<file path="config.mk">
export PLATFORM = sky130hd
export DESIGN_NAME = round_robin_thread_scheduler_core
export DESIGN_NICKNAME = d
export VERILOG_FILES = /design/src/design/rrts_pkg.sv /design/src/design/rrts_ram.sv /design/src/design/round_robin_thread_scheduler_core.sv
export SDC_FILE = /design/constraint.sdc
export NUM_CORES = 1
export LEC_CHECK = 0
export ABC_AREA = 1
export BUFFER_PORTS_ARGS = -buffer_cell sky130_fd_sc_hd__buf_2
export CORE_ASPECT_RATIO = 0.9
export CORE_MARGIN = 2
export CORE_UTILIZATION = 55
export CTS_CLUSTER_DIAMETER = 30
export DETAILED_ROUTE_END_ITERATION = 10
export GPL_ROUTABILITY_DRIVEN = 0
export PLACE_DENSITY = 0.77
export SLEW_MARGIN = 20
export SYNTH_ARGS = -nofsm -noshare
export SYNTH_HDL_FRONTEND = slang
export SYNTH_SLANG_ARGS = --single-unit
</file>
<file path="constraint.sdc">
create_clock -name clk -period 4.3 [get_ports clk]
set_input_delay 0.645 -clock clk [delete_from_list [all_inputs] [get_ports clk]]
set_output_delay 0.645 -clock clk [all_outputs]
set_load 0.005 [all_outputs]
</file>
<file path="src/design/rrts_pkg.sv">
// Package for the round-robin thread scheduler: widths, thread states, commands, status codes.
// No dependencies; used by the scheduler core through scoped names.
package rrts_pkg;
  localparam int unsigned MaxThreads = 16;
  localparam int unsigned SlotW = $clog2(MaxThreads);
  localparam int unsigned CountW = $clog2(MaxThreads + 1);
  localparam int unsigned DlW = 32;

  typedef enum logic [1:0] {
    ST_FREE    = 2'd0,
    ST_READY   = 2'd1,
    ST_RUNNING = 2'd2,
    ST_WAITING = 2'd3
  } tstate_t;

  localparam logic [2:0] CMD_CREATE    = 3'd0;
  localparam logic [2:0] CMD_YIELD     = 3'd1;
  localparam logic [2:0] CMD_TICK      = 3'd2;
  localparam logic [2:0] CMD_BLOCK     = 3'd3;
  localparam logic [2:0] CMD_READY     = 3'd4;
  localparam logic [2:0] CMD_TERMINATE = 3'd5;

  localparam logic [1:0] STS_OK       = 2'd0;
  localparam logic [1:0] STS_NO_SLOT  = 2'd1;
  localparam logic [1:0] STS_NOT_WAIT = 2'd2;

  localparam logic [7:0] QuantumReset = 8'd2;
endpackage

</file>
<file path="src/design/rrts_ram.sv">
// Generic single-port-write, single-port-read RAM with a registered read.
// No dependencies.
module rrts_ram #(
  parameter int unsigned Width = 8,
  parameter int unsigned Depth = 16
) (
  input  logic                     clk,
  input  logic                     we,
  input  logic [$clog2(Depth)-1:0] waddr,
  input  logic [Width-1:0]         wdata,
  input  logic [$clog2(Depth)-1:0] raddr,
  output logic [Width-1:0]         rdata
);
  logic [Width-1:0] mem [Depth];

  always_ff @(posedge clk) begin
    if (we) begin
      mem[waddr] <= wdata;
    end
    rdata <= mem[raddr];
  end
endmodule

</file>
<file path="src/design/round_robin_thread_scheduler_core.sv">
// Top level of the round-robin thread scheduler: sequencer around three memories.
// Depends on rrts_pkg and rrts_ram.
//
// Usage: pulse start with command, target_thread and wake_deadline while busy is low.
// The command is taken at that edge and busy stays high until the result beat,
// marked by done for exactly one cycle, carries running_thread, switched,
// created_thread and status. The receiver cannot stall; the result is simply
// presented once and must be captured.
// A tick scans slots 1 to MAX_THREADS-1, each read from the state and deadline
// memories through the one read port in S_SCAN_RD and evaluated in S_SCAN_EV, and then
// reschedules only when its quantum runs out; create scans the same slots until
// it finds a free one; yield, block and terminate reschedule, ready checks one
// slot, and unused codes go straight to the result beat.
// busy drops with the result beat, so the next command can be taken at the edge
// that ends it. The limit is the single read port per memory.
// The quantum register is written over cfg_valid/cfg_ready; ready is high
// whenever the block is idle. Reset puts slot 0 (idle) in the running state and
// all others free; at reset a clearing pass walks the state memory once
// with busy high. Deadline and ring memories are not cleared.
module round_robin_thread_scheduler_core (
  input  logic        clk,
  input  logic        rst,
  input  logic        start,
  output logic        busy,
  input  logic [2:0]  command,
  input  logic [3:0]  target_thread,
  input  logic [31:0] wake_deadline,
  output logic        done,
  output logic [3:0]  running_thread,
  output logic        switched,
  output logic [3:0]  created_thread,
  output logic [1:0]  status,
  input  logic        cfg_valid,
  output logic        cfg_ready,
  input  logic [7:0]  cfg_data
);
  localparam int unsigned SW = rrts_pkg::SlotW;

  typedef enum logic [12:0] {
    S_CLEAR   = 13'b0000000000001,
    S_IDLE    = 13'b0000000000010,
    S_SCAN_RD = 13'b0000000000100,  // issue read of slot state/deadline
    S_SCAN_EV = 13'b0000000001000,  // evaluate read data
    S_TSTART  = 13'b0000000010000,  // after tick scan, quantum logic
    S_RS_POP  = 13'b0000000100000,  // read ring head
    S_RS_PREV = 13'b0000001000000,  // ring data ready; read prev state
    S_RS_DEC  = 13'b0000010000000,  // decide and write
    S_RS_NEXT = 13'b0000100000000,  // write incoming running state
    S_RDY_RD  = 13'b0001000000000,
    S_RDY_EV  = 13'b0010000000000,
    S_WAIT    = 13'b0100000000000,  // not entered by any transition
    S_DONE    = 13'b1000000000000
  } fsm_t;

  fsm_t state, state_next;

  logic [2:0]          cmd;
  logic [SW-1:0]       tgt;
  logic [7:0]          quantum_ticks;
  logic [SW-1:0]       ring_head, ring_tail, current_thread, entry_thread, created, prev, nxt;
  logic [rrts_pkg::CountW-1:0] ring_count;
  logic [7:0]          quantum_left;
  logic [31:0]         tick_count;
  logic [SW-1:0]       idx;
  logic [1:0]          sts;
  logic                scan_last;

  // State memory port
  logic           st_we;
  logic [SW-1:0]  st_waddr, st_raddr;
  logic [1:0]     st_wdata, st_rdata;
  // Deadline memory
  logic           dl_we;
  logic [31:0]    dl_rdata;
  // Ring memory
  logic           rg_we;
  logic [SW-1:0]  rg_waddr, rg_wdata, rg_rdata;

  rrts_ram #(.Width(2), .Depth(rrts_pkg::MaxThreads)) u_state (
    .clk, .we(st_we), .waddr(st_waddr), .wdata(st_wdata),
    .raddr(st_raddr), .rdata(st_rdata));
  // The deadline is written straight from the command beat at the accepting edge.
  rrts_ram #(.Width(32), .Depth(rrts_pkg::MaxThreads)) u_dl (
    .clk, .we(dl_we), .waddr(current_thread), .wdata(wake_deadline),
    .raddr(st_raddr), .rdata(dl_rdata));
  rrts_ram #(.Width(SW), .Depth(rrts_pkg::MaxThreads)) u_ring (
    .clk, .we(rg_we), .waddr(rg_waddr), .wdata(rg_wdata),
    .raddr(ring_head), .rdata(rg_rdata));

  assign busy = (state != S_IDLE);
  assign cfg_ready = (state == S_IDLE);
  assign scan_last = (idx == SW'(rrts_pkg::MaxThreads - 1));

  // Combinational control: memory writes, next state. Register updates below
  // mirror the same decisions.
  always_comb begin
    state_next = state;
    st_we = 1'b0;
    st_waddr = idx;
    st_wdata = rrts_pkg::ST_FREE;
    st_raddr = idx;
    dl_we = 1'b0;
    rg_we = 1'b0;
    rg_waddr = ring_tail;
    rg_wdata = idx;
    unique case (state)
      S_CLEAR: begin
        st_we = 1'b1;
        st_wdata = (idx == '0) ? rrts_pkg::ST_RUNNING : rrts_pkg::ST_FREE;
        if (scan_last) state_next = S_IDLE;
      end
      S_IDLE: begin
        if (start) begin
          priority case (command)
            rrts_pkg::CMD_CREATE, rrts_pkg::CMD_TICK: state_next = S_SCAN_RD;
            rrts_pkg::CMD_YIELD: state_next = S_RS_POP;
            rrts_pkg::CMD_BLOCK: begin
              state_next = S_RS_POP;
              if (current_thread != '0) begin
                st_we = 1'b1;
                st_waddr = current_thread;
                st_wdata = rrts_pkg::ST_WAITING;
                dl_we = 1'b1;
              end
            end
            rrts_pkg::CMD_READY: state_next = S_RDY_RD;
            rrts_pkg::CMD_TERMINATE: begin
              state_next = S_RS_POP;
              if (current_thread != '0) begin
                st_we = 1'b1;
                st_waddr = current_thread;
                st_wdata = rrts_pkg::ST_FREE;
              end
            end
            default: state_next = S_DONE;
          endcase
        end
      end
      S_SCAN_RD: state_next = S_SCAN_EV;
      S_SCAN_EV: begin
        if (cmd == rrts_pkg::CMD_CREATE) begin
          if (st_rdata == rrts_pkg::ST_FREE) begin
            st_we = 1'b1;
            st_wdata = rrts_pkg::ST_READY;
            rg_we = (ring_count < rrts_pkg::CountW'(rrts_pkg::MaxThreads));
            state_next = S_DONE;
          end else if (scan_last) begin
            state_next = S_DONE;
          end else begin
            state_next = S_SCAN_RD;
          end
        end else begin
          if (st_rdata == rrts_pkg::ST_WAITING && dl_rdata != '0 &&
              tick_count >= dl_rdata) begin
            st_we = 1'b1;
            st_wdata = rrts_pkg::ST_READY;
            rg_we = (ring_count < rrts_pkg::CountW'(rrts_pkg::MaxThreads));
          end
          state_next = scan_last ? S_TSTART : S_SCAN_RD;
        end
      end
      S_TSTART: begin
        state_next = (quantum_left <= 8'd1) ? S_RS_POP : S_DONE;
      end
      S_RS_POP: begin
        st_raddr = current_thread;
        state_next = S_RS_PREV;
      end
      S_RS_PREV: begin
        st_raddr = current_thread;
        state_next = S_RS_DEC;
      end
      S_RS_DEC: begin
        // st_rdata holds prev state; nxt holds popped slot
        if (prev != '0 && st_rdata == rrts_pkg::ST_RUNNING) begin
          st_we = 1'b1;
          st_waddr = prev;
          st_wdata = rrts_pkg::ST_READY;
          rg_we = (ring_count < rrts_pkg::CountW'(rrts_pkg::MaxThreads));
          rg_wdata = prev;
        end
        state_next = S_RS_NEXT;
      end
      S_RS_NEXT: begin
        st_we = 1'b1;
        st_waddr = nxt;
        st_wdata = rrts_pkg::ST_RUNNING;
        state_next = S_DONE;
      end
      S_RDY_RD: begin
        st_raddr = tgt;
        state_next = S_RDY_EV;
      end
      S_RDY_EV: begin
        st_raddr = tgt;
        if (tgt != '0 && st_rdata == rrts_pkg::ST_WAITING) begin
          st_we = 1'b1;
          st_waddr = tgt;
          st_wdata = rrts_pkg::ST_READY;
          rg_we = (ring_count < rrts_pkg::CountW'(rrts_pkg::MaxThreads));
          rg_wdata = tgt;
        end
        state_next = S_DONE;
      end
      S_WAIT: state_next = S_DONE;
      S_DONE: state_next = S_IDLE;
      default: state_next = S_IDLE;
    endcase
  end

  always_ff @(posedge clk) begin
    if (rst) begin
      state <= S_CLEAR;
      idx <= '0;
      quantum_ticks <= rrts_pkg::QuantumReset;
      ring_head <= '0;
      ring_tail <= '0;
      ring_count <= '0;
      current_thread <= '0;
      quantum_left <= '0;
      tick_count <= '0;
      done <= 1'b0;
    end else begin
      state <= state_next;
      done <= (state == S_DONE);
      if (rg_we) begin
        ring_tail <= ring_tail + 1'b1;
      end
      unique case (state)
        S_CLEAR: idx <= idx + 1'b1;
        S_IDLE: begin
          if (cfg_valid) quantum_ticks <= cfg_data;
          if (start) begin
            cmd <= command;
            tgt <= target_thread;
            entry_thread <= current_thread;
            created <= '0;
            sts <= rrts_pkg::STS_OK;
            idx <= SW'(1);
            if (command == rrts_pkg::CMD_TICK) tick_count <= tick_count + 32'd1;
          end
        end
        S_SCAN_EV: begin
          if (cmd == rrts_pkg::CMD_CREATE) begin
            if (st_rdata == rrts_pkg::ST_FREE) begin
              created <= idx;
            end else if (scan_last) begin
              sts <= rrts_pkg::STS_NO_SLOT;
            end
          end
          if (rg_we) ring_count <= ring_count + 1'b1;
          idx <= idx + 1'b1;
        end
        S_TSTART: begin
          if (quantum_left != 8'd0) quantum_left <= quantum_left - 8'd1;
        end
        S_RS_POP: begin
          prev <= current_thread;
          nxt <= '0;
        end
        S_RS_PREV: begin
          if (ring_count != '0) begin
            nxt <= rg_rdata;
            ring_head <= ring_head + 1'b1;
            ring_count <= ring_count - 1'b1;
          end
        end
        S_RS_DEC: begin
          if (rg_we) ring_count <= ring_count + 1'b1;
        end
        S_RS_NEXT: begin
          if (prev != nxt) begin
            quantum_left <= quantum_ticks;
            current_thread <= nxt;
          end
        end
        S_RDY_EV: begin
          if (rg_we) ring_count <= ring_count + 1'b1;
          if (!(tgt != '0 && st_rdata == rrts_pkg::ST_WAITING)) sts <= rrts_pkg::STS_NOT_WAIT;
        end
        default: ;
      endcase
    end
  end

  // Result beat registers
  always_ff @(posedge clk) begin
    if (state == S_DONE) begin
      running_thread <= current_thread;
      switched <= (current_thread != entry_thread);
      created_thread <= created;
      status <= sts;
    end
  end
endmodule
</file>
==> results of run 1 <==
[worst paths after layout]
kind	startpoint	endpoint	slack (ns)
hold reg to reg	sts[0]	status[0]	0.42
setup reg to reg	state[12]	u_dl.mem[1][9]	1.08
setup / recovery	state[12]	u_dl.mem[1][9]	1.08
hold / removal	target_thread[1]	tgt[1]	0.12
[routing by layer]
metal | global-route usage (%) | wire length (microns)
met5 | 0 | 13
met4 | 13.5 | 3210
met3 | 5.39 | 7570
met2 | 42.0 | 38900
met1 | 34.5 | 33500
[registers in the layout, indices dropped and copies added, names as in the netlist, 8 cells and up]
name and cells:
u_dl.mem 512, u_ring.mem 64, tick_count 32, u_dl.rdata 32, u_state.mem 32, state 12
quantum_left 8, quantum_ticks 8
[through the flow]
step	hold WS (ns)	worst slack [ns]	util [%]	cell area, sq um
global route	0.102	0.852	65.0	39700
floorplan	0.400	0.836	-	34100
detailed placement	0.413	1.09	57.7	35200
CTS	0.0794	1.06	64.9	39700
global placement	0.404	1.22	57.7	35200
finish	0.116	1.08	65.0	39700
[worst max-delay path: stages, from the launching register on]
cell and delay (ns):
dfxtp_1 0.34, nor2_4 0.15, nand2_2 0.12, nor2_4 0.18, nand2_4 0.12, nor2_1 0.14, inv_1 0.10, nor4_1 0.20
buf_4 0.20, nand3_1 0.32, nor2_4 0.65, buf_4 0.37
[placed cells by master (no fill, tap or decap), types with 16 or more instances in the layout]
master / count
nor2_4: 20
dfxtp_1: 120
ha_1: 45
nand3b_1: 137
buf_2: 64
nor3_1: 25
buf_4: 31
nand2_1: 724
nand4_1: 20
conb_1: 32
o21ai_0: 79
inv_1: 495
clkbuf_1: 16
a21oi_1: 67
clkbuf_16: 132
nor2_1: 173
edfxtp_1: 644
nand3_1: 497
[report_power, final]
| part | total, W | internal (W) | leakage, nW | switching [W] |
|---|---|---|---|---|
| registers | 0.00839 | 0.00825 | 6.83 | 0.000140 |
| logic | 0.00218 | 0.000643 | 7.20 | 0.00154 |
| clock network | 0.0102 | 0.00658 | 2.13 | 0.00365 |
[cell type report]
type                       instances  area, sq um  share of cell area [%]
clock inverter                    78          875                    2.20
sequential                       764        21700                    54.8
multi-input combinational       1940         9790                    24.6
clock buffer                     161         3540                    8.92
inverter                         509         1920                    4.83
timing repair buffer             109          841                    2.12
tap                              792          991                    2.50
antenna                            6         15.0                  0.0378
[kinds of logic (layout without fill, tap and decap cells)]
group | after synthesis | in the layout | share of synthesized area (%)
AO/OA/AOI/OAI | 211 | 211 | 3.61
AND/OR/NAND/NOR | 1630 | 1630 | 22.1
XOR/XNOR | 21 | 21 | 0.542
adder cells (fa/ha/maj) | 46 | 46 | 1.72
other | 1 | 38 | 0.0110
flip-flops | 764 | 764 | 64.0
buffers and inverters | 657 | 857 | 7.96
==> metrics.md, run 1 <==
| Metric | Value |
|---|---|
| Status | finished, final reports clean |
| Starting Density | 55.5% |
| Setup Viol. Count Final | 0 |
| Share of layout cells above drive strength 1 | a little over a tenth |
| Post-CTS Setup Bufs | 0 |
| First-pass GRT wire length | between 100 and 150 mm |
| GRT Resource Usage Total | between 20% and 30% |
| Critical path fanouts, max | 18 |
| Max-slew violation count | 0 |
| Clock Skew | roughly 0.034 ns |
| Post-Layout Cell Count | approximately 4400 |
| Worst Max-Slew Pin Slew | between 1 and 1.5 ns |
| PortBufs | 64 |
| Hold Crit Depth | 1 |
| Area grow syn2layout | 17.0% |
| Count leader, synth | nand2_1 |
| Post-route minimum period | roughly 3.2 ns |
| Post-Syn Area | between 30000 and 40000 sq um |
| Worst skew pair latency | 0.72 ns |
| Share of flip-flops with an asynchronous set or reset | 0% |
| Yosys top cell area share | roughly 57% |
| Crit. End Element | flop |
| Boundary pin count | 65 |
| PwrDens | roughly 520 nW/um^2 |
| Die height | ~240 microns |
| Synth area leader | edfxtp_1 |
| DRT Pass-1 Iters | 8 |
| Achievable frequency | between 300 and 400 MHz |
| Post_cts resized | 0 |
| Synth cell types | 52 |
| CP required | around 4.7 ns |
| FF-to-FF path depth | 11 |
| H-tree levels | 4 |
| Initial DRC count | 2909 |
| Largest net degree at the start of global routing | between 150 and 200 |
| Arrival @ worst endpoint | approximately 3.6 ns |
| Vias per cell | approximately 5.6 |
| Root buffer cell | clkbuf_16 |
| Num CTS Buffers | 130 |
| Antenna viol nets, final | 0 |
| Dpl hpwl | roughly 47 mm |
| Worst-path clk slew | approximately 0.05 ns |
| Total negative slack | 0 ns |
| Per-cell routed wire length | about 19 microns |
| Max VDD drop | approximately 0.48 mV |
| Vias in the first global route | approximately 24000 |
| Syn avg cell area | around 10 sq um |
| Fillers | about 4500 |
| Nets | approximately 3600 |
| Gate Count Post-Synth | roughly 3300 |
| MaxCap Viol Count | 0 |
| Hold WC Path Type | in2reg |
| Final hold violation count | 0 |
| Via count | between 20000 and 25000 |
| DRT Wirelength | about 83 mm |
| CTS Hold Buffers Added | 0 |
| Area contributors post-synth | edfxtp_1 (57%), nand2_1 (8.0%), nand3_1 (7.3%) |
| Tcrit/Tclk final | about three quarters |
| Post-synth top cells | nand2_1 (724), edfxtp_1 (644), nand3_1 (497) |
| CTS tree | built |
| Seq cells post-synth | approximately 760 |
| Placed cells | 4112 |
| Kind of critical path | reg2reg |
| P_leak | about 16 nW |
| Synth Warn # | 0 |
| Post-synth EDFFs | about 640 |
| Sinks on Clock Net | 764 |
| Sequential fraction of the synthesis area | between 60% and 70% |
| Relative slew slack | between 30% and 40% |
| Die area | 63700 sq um |
| Initial antenna violation count | 5 |
| Die width | approximately 270 microns |
| RSZ-0062 raised after global routing | false |
| Ys flop type | edfxtp_1 |
| Tot Pwr | roughly 0.021 W |
| Residual DRC count | 0 |
| Core Area | between 60000 and 70000 sq um |
| Gr ovfl total | 0 |
| Crit path launch type | flop |
| # rows | 86 |
| Clk buf depth | 3 |
No activity file was read; power rests on OpenSTA's default activity.
==> inputs of run 2 (changes only) <==
==> constraint.sdc (replaced) <==
create_clock -name clk -period 3.22 [get_ports clk]
set_input_delay 0.483 -clock clk [delete_from_list [all_inputs] [get_ports clk]]
set_output_delay 0.483 -clock clk [all_outputs]
set_load 0.005 [all_outputs]
==> metrics.md, run 2 (synthesized netlist as in run 1, its figures left out) <==
| Metric | Value |
|---|---|
| Status | finished, final reports clean |
| First-pass GRT wire length | 132 mm (+2.3%) |
| Num CTS Buffers | 131 (+0.77%) |
| Vias per cell | 5.61 (+0.37%) |
| Max VDD drop | 0.542 mV (+13%) |
| Via count | 24728 (+1.4%) |
| Final hold violation count | 0 (unchanged) |
| Core Area | 61100 sq um (unchanged) |
| DP Worst Slack | 0.216 ns (-0.877 ns) |
| GRT Resource Usage Total | 27.0% (+0.59 points) |
| Switching power | 0.00719 W (+35%) |
| Root buffer cell | clkbuf_16 |
| P_leak | 16.6 nW (+2.6%) |
| Hold WC Path Type | in2reg |
| Largest net degree at the start of global routing | 187 (+18%) |
| Dpl hpwl | 48.2 mm (+2.8%) |
| Area grow syn2layout | 19.3% |
| Die width | 266 microns (unchanged) |
| Worst-path clk slew | 0.05 ns (about the same) |
| Setup Viol. Count Final | 0 (unchanged) |
| PortBufs | 64 (unchanged) |
| Crit. End Element | flop |
| Fin util | 66.3% (+1.3 points) |
| PwrDens | 707 nW/um^2 (+35%) |
| Clk pwr share | 50.3% (+1.1 points) |
| CP required | 3.62 ns (-1.07 ns) |
| Tot Pwr | 0.0286 W (+38%) |
| Critical path fanouts, max | 9 (-9) |
| Initial antenna violation count | 4 (-1) |
| H-tree levels | 4 (unchanged) |
| Internal cell power | 0.0214 W (+39%) |
| Tcrit/Tclk final | 94.6% (+20 points) |
| Residual DRC count | 0 (unchanged) |
| Antenna viol nets, final | 0 (unchanged) |
| # rows | 86 (unchanged) |
| Boundary pin count | 65 (unchanged) |
| Reg2reg setup slack | 0.17 ns (-0.91 ns) |
| Seq pwr share | 39.0% (-1.3 points) |
| Commonest non-fill, non-tap cell in the layout | nand2_1 |
| Combinational Power Share | 10.7% (+0.2 points) |
| DRT Wirelength | 85.4 mm (+2.7%) |
| Most frequent cells in the layout | nand2_1 (724), edfxtp_1 (644), nand3_1 (497) |
| Relative slew slack | 37.6% (+6.1 points) |
| Arrival @ worst endpoint | 3.45 ns (-0.16 ns) |
| Worst Max-Slew Pin Slew | 0.935 ns (-0.0924 ns) |
| Per-cell routed wire length | 19.4 microns (+1.6%) |
| Nets | 3601 (+1.4%) |
| MaxCap Viol Count | 0 (unchanged) |
| CTS tree | built |
| Max-slew violation count | 0 (unchanged) |
| Clk buf depth | 3 (unchanged) |
| Sinks on Clock Net | 764 (unchanged) |
| Largest reg by FF count | u_dl.mem |
| DRT Pass-1 Iters | 6 (-2) |
| Top Registers | u_dl.mem x512, u_ring.mem x64 |
| Crit path launch type | flop |
| Die height | 240 microns (unchanged) |
| Starting Density | 55.5% (unchanged) |
| Gr ovfl total | 0 (unchanged) |
| Clock Skew | 0.0283 ns (-0.00612 ns) |
| Kind of critical path | reg2reg |
| Worst skew pair latency | 0.72 ns (about the same) |
| Vias in the first global route | 24212 (+2.5%) |
| Worst Slack Setup Final | 0.173 ns (-0.906 ns) |
| Die area | 63700 sq um (unchanged) |
| RSZ-0062 raised after global routing | false |
| Share of layout cells above drive strength 1 | 11.8% (+0.98 points) |
| Max reg flops | 512 (unchanged) |
| Fillers | 4387 (-1.5%) |
| Post-route minimum period | 3.05 ns (-0.174 ns) |
| Sw frac | 25.1% (-0.53 points) |
| Initial DRC count | 3105 (+6.7%) |
| Achievable frequency | 328 MHz (+5.7%) |
-- run 2: cell count changes in the layout (fill, tap and decap cells not counted), sizes merged --
cell,before,now
buf,109,148
dlygate4sd3,0,9
bufinv,11,18
diode,6,2
clkbuf,161,159
clkinv,38,36
clkinvlp,14,12
inv,524,526
-- run 2: metal layers --
metal  GRT usage [%]  routed length (microns)  vias up
met2            43.8                    40800     1406
met3            5.70                     8370      219
li1                -                        -    11540
met1            34.9                    33500    11559
met4            12.6                     2700        4
met5               0                       29        -
-- run 2: timing repair --
item	CTS	global route
setup buffers	0	0
hold endpoints to repair	9	0
hold buffers	9	0
endpoints found under the setup margin	0	8
resized for setup	0	1
-- run 2: power by group through the flow --
stage | Sequential, W | Clock, W | Combinational (W)
3_3_place_gp | 0.0114 | 0 | 0.00285
6_report | 0.0112 | 0.0144 | 0.00306
4_1_cts | 0.0112 | 0.0145 | 0.00299
3_5_place_dp | 0.0114 | 0 | 0.00293
2_1_floorplan | 0.0113 | 0 | 0.00209
5_1_grt | 0.0112 | 0.0150 | 0.00337
-- run 2: worst paths after layout --
| kind | start | end | cells after the start |
|---|---|---|---|
| setup / recovery | state[12] | u_dl.mem[15][1] | 11 |
| hold / removal | cfg_data[3] | quantum_ticks[3] | 3 |
| setup reg to reg | state[12] | u_dl.mem[15][1] | 11 |
| hold reg to reg | created[2] | created_thread[2] | 0 |
-- run 2: final cells by class --
class	instances	area [sq um]	share of cell area, %
clock inverters	83	1040	2.58
repair buffers	158	1420	3.51
diodes	2	5.00	0.0124
well taps	792	991	2.45
clock buffers	158	3610	8.90
flip-flops and latches	764	21700	53.7
multi-input cells	1940	9780	24.1
inverters	509	1920	4.73
-- run 2: critical path, stage by stage (launching register included) --
cell and delay [ns]:
dfxtp_1 0.35, nor2_4 0.15, nand2_2 0.12, nor2_4 0.19
nand2_4 0.14, nor2_1 0.14, inv_1 0.08, nor4_1 0.33
buf_4 0.22, nand3_1 0.29, nor2_4 0.40, buf_4 0.30
-- run 2: per-stage QoR --
stage | TNS (ns) | cell area [sq um] | cells | hold slack (ns)
2_1_floorplan | -109.11 | 34100 | 3361 | 0.400
3_3_place_gp | 0 | 35700 | 4152 | 0.404
3_5_place_dp | 0 | 35700 | 4153 | 0.405
4_1_cts | 0 | 40500 | 4403 | 0.000762
5_1_grt | 0 | 40500 | 4406 | 0.0453
6_report | 0 | 40500 | 4406 | 0.0359
